### src/rtl/lztd_pkg.sv
`timescale 1ns / 1ps

package lztd_pkg;

	// Default geometry of the decoder.
	localparam int DEF_WINDOW_SIZE = 4096;
	localparam int DEF_DIST_BITS   = 12;
	localparam int DEF_LEN_BITS    = 4;

	// Absolute stream positions are 32 bits and wrap.
	localparam int POS_W  = 32;
	localparam int BYTE_W = 8;

	// Commands from the controller to the datapath.
	typedef struct packed {
		logic accept;   // load a new token
		logic issue;    // start one output byte this cycle
		logic lit;      // the byte being issued is the literal
	} lztd_cmd_t;

	// Status from the datapath to the controller.
	typedef struct packed {
		logic issue_ok;   // the byte stage can take a new byte
		logic last_copy;  // the copy byte being issued is the final one
		logic zero_len;   // the token on the input has no copy part
	} lztd_sts_t;

endpackage

### src/rtl/lztd_ctrl.sv
`timescale 1ns / 1ps

module lztd_ctrl
	import lztd_pkg::*;
(
	input  logic      clk,
	input  logic      arst_n,
	input  logic      in_valid,
	output logic      in_ready,
	input  lztd_sts_t sts,
	output lztd_cmd_t cmd
);

	localparam logic [1:0] ST_IDLE = 2'd0;
	localparam logic [1:0] ST_COPY = 2'd1;
	localparam logic [1:0] ST_LIT  = 2'd2;

	logic [1:0] state_q;
	logic [1:0] state_d;

	assign in_ready   = (state_q == ST_IDLE);
	assign cmd.accept = in_valid && in_ready;
	assign cmd.issue  = ((state_q == ST_COPY) || (state_q == ST_LIT)) && sts.issue_ok;
	assign cmd.lit    = (state_q == ST_LIT);

	always_comb begin
		state_d = state_q;
		case (state_q)
			ST_IDLE: begin
				if (cmd.accept) begin
					state_d = sts.zero_len ? ST_LIT : ST_COPY;
				end
			end
			ST_COPY: begin
				if (sts.issue_ok && sts.last_copy) begin
					state_d = ST_LIT;
				end
			end
			ST_LIT: begin
				if (sts.issue_ok) begin
					state_d = ST_IDLE;
				end
			end
			default: begin
				state_d = ST_IDLE;
			end
		endcase
	end

	always_ff @(posedge clk or negedge arst_n) begin
		if (!arst_n) begin
			state_q <= ST_IDLE;
		end else begin
			state_q <= state_d;
		end
	end

	// A token is never taken twice.
	a_accept_leaves_idle: assert property (@(posedge clk) disable iff (!arst_n)
		cmd.accept |=> !in_ready)
		else $error("controller stayed idle after taking a token");

	// The final copy byte hands over to the literal.
	a_copy_to_lit: assert property (@(posedge clk) disable iff (!arst_n)
		(state_q == ST_COPY) && cmd.issue && sts.last_copy |=> (state_q == ST_LIT))
		else $error("literal did not follow the last copy byte");

	// Issuing the literal finishes the token.
	a_lit_to_idle: assert property (@(posedge clk) disable iff (!arst_n)
		cmd.issue && cmd.lit |=> in_ready)
		else $error("controller did not return to idle after the literal");

endmodule

### config.mk
export PLATFORM = sky130hd
export DESIGN_NAME = lztd_ctrl
export DESIGN_NICKNAME = d
export VERILOG_FILES = /design/src/rtl/lztd_pkg.sv /design/src/rtl/lztd_ctrl.sv
export SDC_FILE = /design/constraint.sdc
export NUM_CORES = 1
export LEC_CHECK = 0
export ABC_AREA = 1
export BUFFER_PORTS_ARGS = -buffer_cell sky130_fd_sc_hd__buf_2
export CAP_MARGIN = 20
export CORE_AREA = 5 5 42 44
export CTS_CLUSTER_SIZE = 24
export DETAILED_ROUTE_END_ITERATION = 10
export DIE_AREA = 0 0 47 49
export HOLD_SLACK_MARGIN = 0.15
export PLACE_DENSITY_LB_ADDON = 0.12
export REMOVE_ABC_BUFFERS = 1
export SYNTH_ARGS = -nofsm -noshare
export SYNTH_HDL_FRONTEND = slang
export SYNTH_SLANG_ARGS = --single-unit
### constraint.sdc
create_clock -name clk -period 1 [get_ports clk]
set_input_delay 0.15 -clock clk [delete_from_list [all_inputs] [get_ports clk]]
set_output_delay 0.15 -clock clk [all_outputs]
set_load 0.01 [all_outputs]
Yosys cells after proc, flatten, opt, wreduce, memory -nomap -nowiden
Index checks and enable logic that the tools add are counted.
{"block": "totals", "register_bits": 2, "in_bits": 6, "output_inout_bits": 4, "wordCells": 17}
{"block": "classes", "n_eq_ne": 5, "mux": 5, "reduce_logical": 6}
{"cell": "$mux W2", "count": 4}
{"cell": "$pmux W2 S3", "count": 1}
{"cell": "$ne A2 B1 Y1 const B", "count": 2}
{"cell": "$logic_and A1 B1 Y1", "count": 3}
{"cell": "$reduce_and A3 Y1", "count": 1}
{"cell": "$eq A2 B1 Y1 const B", "count": 1}
{"cell": "$eq A2 B2 Y1 const B", "count": 1}
{"cell": "$logic_not A2 Y1", "count": 1}
{"cell": "$ne A2 B2 Y1 const B", "count": 1}
{"cell": "$logic_or A1 B1 Y1", "count": 1}

Depth between registers and ports, before layout
{"block": "logic_depth", "depth_word": 4, "ltp_mapped": 7, "ltp_nobuf": 7}

Worst setup path before layout
OpenSTA, ideal clock, no wires.
{"block": "synth_path", "kind": "flip-flop to flip-flop", "from": "register state_q[0]", "to": "register state_q[1]", "setup_time_ps": 116, "arrival_time_ps": 1010, "t_required_ps": 884, "slack_ps": -127, "stages_incl_launch_ff": 8, "n_path_buf": 0, "period_less_slack_ps": 1127, "path_cell_list": "dfrtp_1 -> inv_1 -> ha_1 -> nand2_1 -> nand2_2 -> nor2_2 -> nand2_1 -> nand2_1"}
{"block": "synth_via", "elab_chain_len": 4, "word_cells_on_any_way": 9, "cone_classes": "5 x eq/ne; 1 x mux; 3 x reduce/logical"}
{"item": "start: declaration", "line": "lztd_ctrl.sv:18", "text": "logic [1:0] state_q;"}
{"item": "start signal: assignment", "line": "lztd_ctrl.sv:54", "text": "state_q <= state_d;"}
{"item": "$logic_not A2 Y1 *", "line": "lztd_ctrl.sv:21", "text": "assign in_ready = (state_q == ST_IDLE);"}
{"item": "via in_ready", "line": "lztd_ctrl.sv:9", "text": "output logic in_ready,"}
{"item": "$logic_and A1 B1 Y1", "line": "lztd_ctrl.sv:22", "text": "assign cmd.accept = in_valid && in_ready;"}
{"item": "$ne A2 B1 Y1 (no source line)"}
{"item": "$reduce_and A3 Y1 (no source line)"}
Mark *: on every way through the listed nets, which the timed path passes. The rest lies on a longest branch.
A chain may end at the register's enable or synchronous reset.

==> results.toml <==
[status]
status = "finished with violations"
violations = "negative setup slack"

[timing]
fin_crit_ps = 1240
rsz0062_at_grt = "true"
maxSlewViolCount = 0
finalCritPeriodShare_pct = 124
fin_hold_ws_ps = 201
max_slew_margin_pct = 91.3
setup_slack_ps = -240
max_freq_mhz = 807
clock_skew_ps = 1.56
worst-slew-pin-transition_ps = 131
setup_viol = 6
finalHoldViolCount = 0

[synthesis]
synthArstFlopShare_pct = 100
syn_area_per_cell_sq_um = 6.54
synthDistinctLibCells = 10
yosysMostFrequentCell = "nand2_1"
yosys.area.top_type_share_pct = 27.3
yosys.area.top_type = "ha_1"
synth-compound-area-share_pct = 4.37
yosysWarnings = 0
muxShareOfSynthArea_pct = 0
synth_edf_count = 0
synthAdderAreaFrac_pct = 27.3
yosys-top-cells-count = "nand2_1 (12), inv_1 (7), ha_1 (5)"
synth_xor_area_share_pct = 0
ys_ff_latch = 2
syn-cell-area_sq_um = 229
synth.area.top_cells = "ha_1 (27%), dfrtp_1 (22%), nand2_1 (20%), inv_1 (11%), nand2_2 (5.5%)"
synthFlopType = "dfrtp_1"
synthSimpleGateAreaFrac_pct = 33.3
netlist_instances = 35
synth_top_family_by_area = "simple AND/OR/NAND/NOR gates"
synth-seq-area-share_pct = 21.9

[route]
drc = 0
first_pass_iters = 1
vias = 260
drtAntennaViolNets = 0
drt_iter0_markers = 0
wl_per_cell_um = 8.44
drt-total-wl_um = 591
vias_per_cell = 3.71

[power_and_ir_drop]
power_switching_mw = 0.485
combPwrFrac_pct = 74.3
p_int_mw = 0.711
swShare_pct = 40.6
irDropWorstVdd_uv = 773
p_clk_share_pct = 14.2
power_frac_seq_pct = 11.6
powerDensity_nw_per_um2 = 2630
leakagePower_nw = 0.243

[layout]
regMostFlops = "state_q"
reg_top3 = "state_q (2)"
final_core_util_pct = 32.5
diodes = 0
final_nets = 67
n_fill_cell = 164
syn_to_final_growth_pct = 98.9
drive_gt1_share_pct = 64.8
largest_reg_flops = 2

[die]
dieArea_sq_um = 2300
die_y_um = 49
die_w_um = 47
rows = 14
core_sq_um = 1400
start_util_pct = 16.3
top_level_ports = 10

[setup_path]
cp-end-kind = "primary output"
startpoint_type = "flop"
path_max_fanout = 3
worstPathArrival_ps = 1090
cp_data_required_time_ps = 850
crit_type = "reg2out"

[grt]
grt_use_total_pct = 5.41
antenna_found_initial = 0
grt_pass1_wl_um = 869
grt-ovfl-total = 0
grt_pass1_vias = 247
grt_max_degree = 5

[cts]
root_buffer = "clkbuf_4"
cts_sinks = 2
clkTransAtPathRegs_ps = 30
clk_path_buf_depth = 2
h-tree-depth = 1
cts_tree = "done"
clock_latency_ps = 220
numCtsBuffers = 3

[placed_design]
hpwl_um = 452
place.gp.congestion = 0.687
port_buffers = 9

[run]
max-cap-violations = 0

[hold_path]
min_path_type = "in2reg"
per-stage QoR:
step	area, sq um	TNS, ps	std cells	power, mW	setup slack, ps
after floorplan	229	-254	35	0.491	-127
after global placement	317	-568	63	0.727	-202
after detailed placement	317	-480	63	0.710	-174
after CTS	379	-1340	69	0.988	-258
after global routing	455	-1530	70	1.30	-297
final	455	-1160	70	1.20	-240
cells in the final DEF, fill, tap and decap left out, drive strengths merged:
cell	synthesis	layout
a21oi	2	2
buf	0	15
clkbuf	0	3
dfrtp	2	2
dlygate4sd3	0	1
ha	5	5
inv	8	8
nand2	14	14
nand3	1	1
nor2	3	3
cell families (layout without fill, tap and decap cells):
kind of cell               after synthesis  in the layout
adders and majority gates                5              5
and+or+nand+nor                         18             18
AOI/OAI and AO/OA                        2              2
DFF                                      2              2
buffers and inverters                    8             27
layer usage:
metal,vias up,part of all wire [%],GRT usage (%)
met5,-,0,0
met4,0,0,5.53
met3,0,7.3,1.11
met2,5,57,8.14
met1,115,36,5.69
li1,140,-,-
worst max-delay path, stage by stage, from the launching register on:
cell	delay, ps
dfrtp_1	390
inv_2	100
ha_4	200
nand2_2	50
inv_2	30
buf_6	100
cell type report:
type                    instances  area (sq um)  area share (%)
clock buffers                   3          22.5            4.95
inverters                       8          30.0            6.59
multi-input cells              25           203            44.5
flip-flops and latches          2          50.0            11.0
well taps                      16          20.0            4.40
repair buffers                 16           130            28.6
timing repair:
item                                   CTS  global route
resized for setup                        4            17
hold buffers                             1             0
setup buffers                            2             1
endpoints found under the hold margin    2             0
setup endpoints to repair                6             6
pin swaps                                1             4
gates cloned                             0             0
power groups by stage:
stage	Clock, mW	Sequential, mW	Combinational (mW)
3_3_place_gp	0	0.133	0.595
5_1_grt	0.185	0.142	0.975
6_report	0.170	0.138	0.889
2_1_floorplan	0	0.139	0.352
3_5_place_dp	0	0.133	0.577
4_1_cts	0.180	0.134	0.673
final timing paths:
kind	start	to	slack (ps)	cells past startpoint
min in group asynchronous	arst_n	state_q[0]	250	2
hold reg to reg	state_q[1]	state_q[1]	590	3
max in group asynchronous	arst_n	state_q[1]	660	2
setup reg to reg	state_q[0]	state_q[1]	-190	8
hold / removal	sts[0]	state_q[0]	200	4
setup / recovery	state_q[0]	cmd[1]	-240	5
Note: power is estimated with default switching activity, not from simulation.
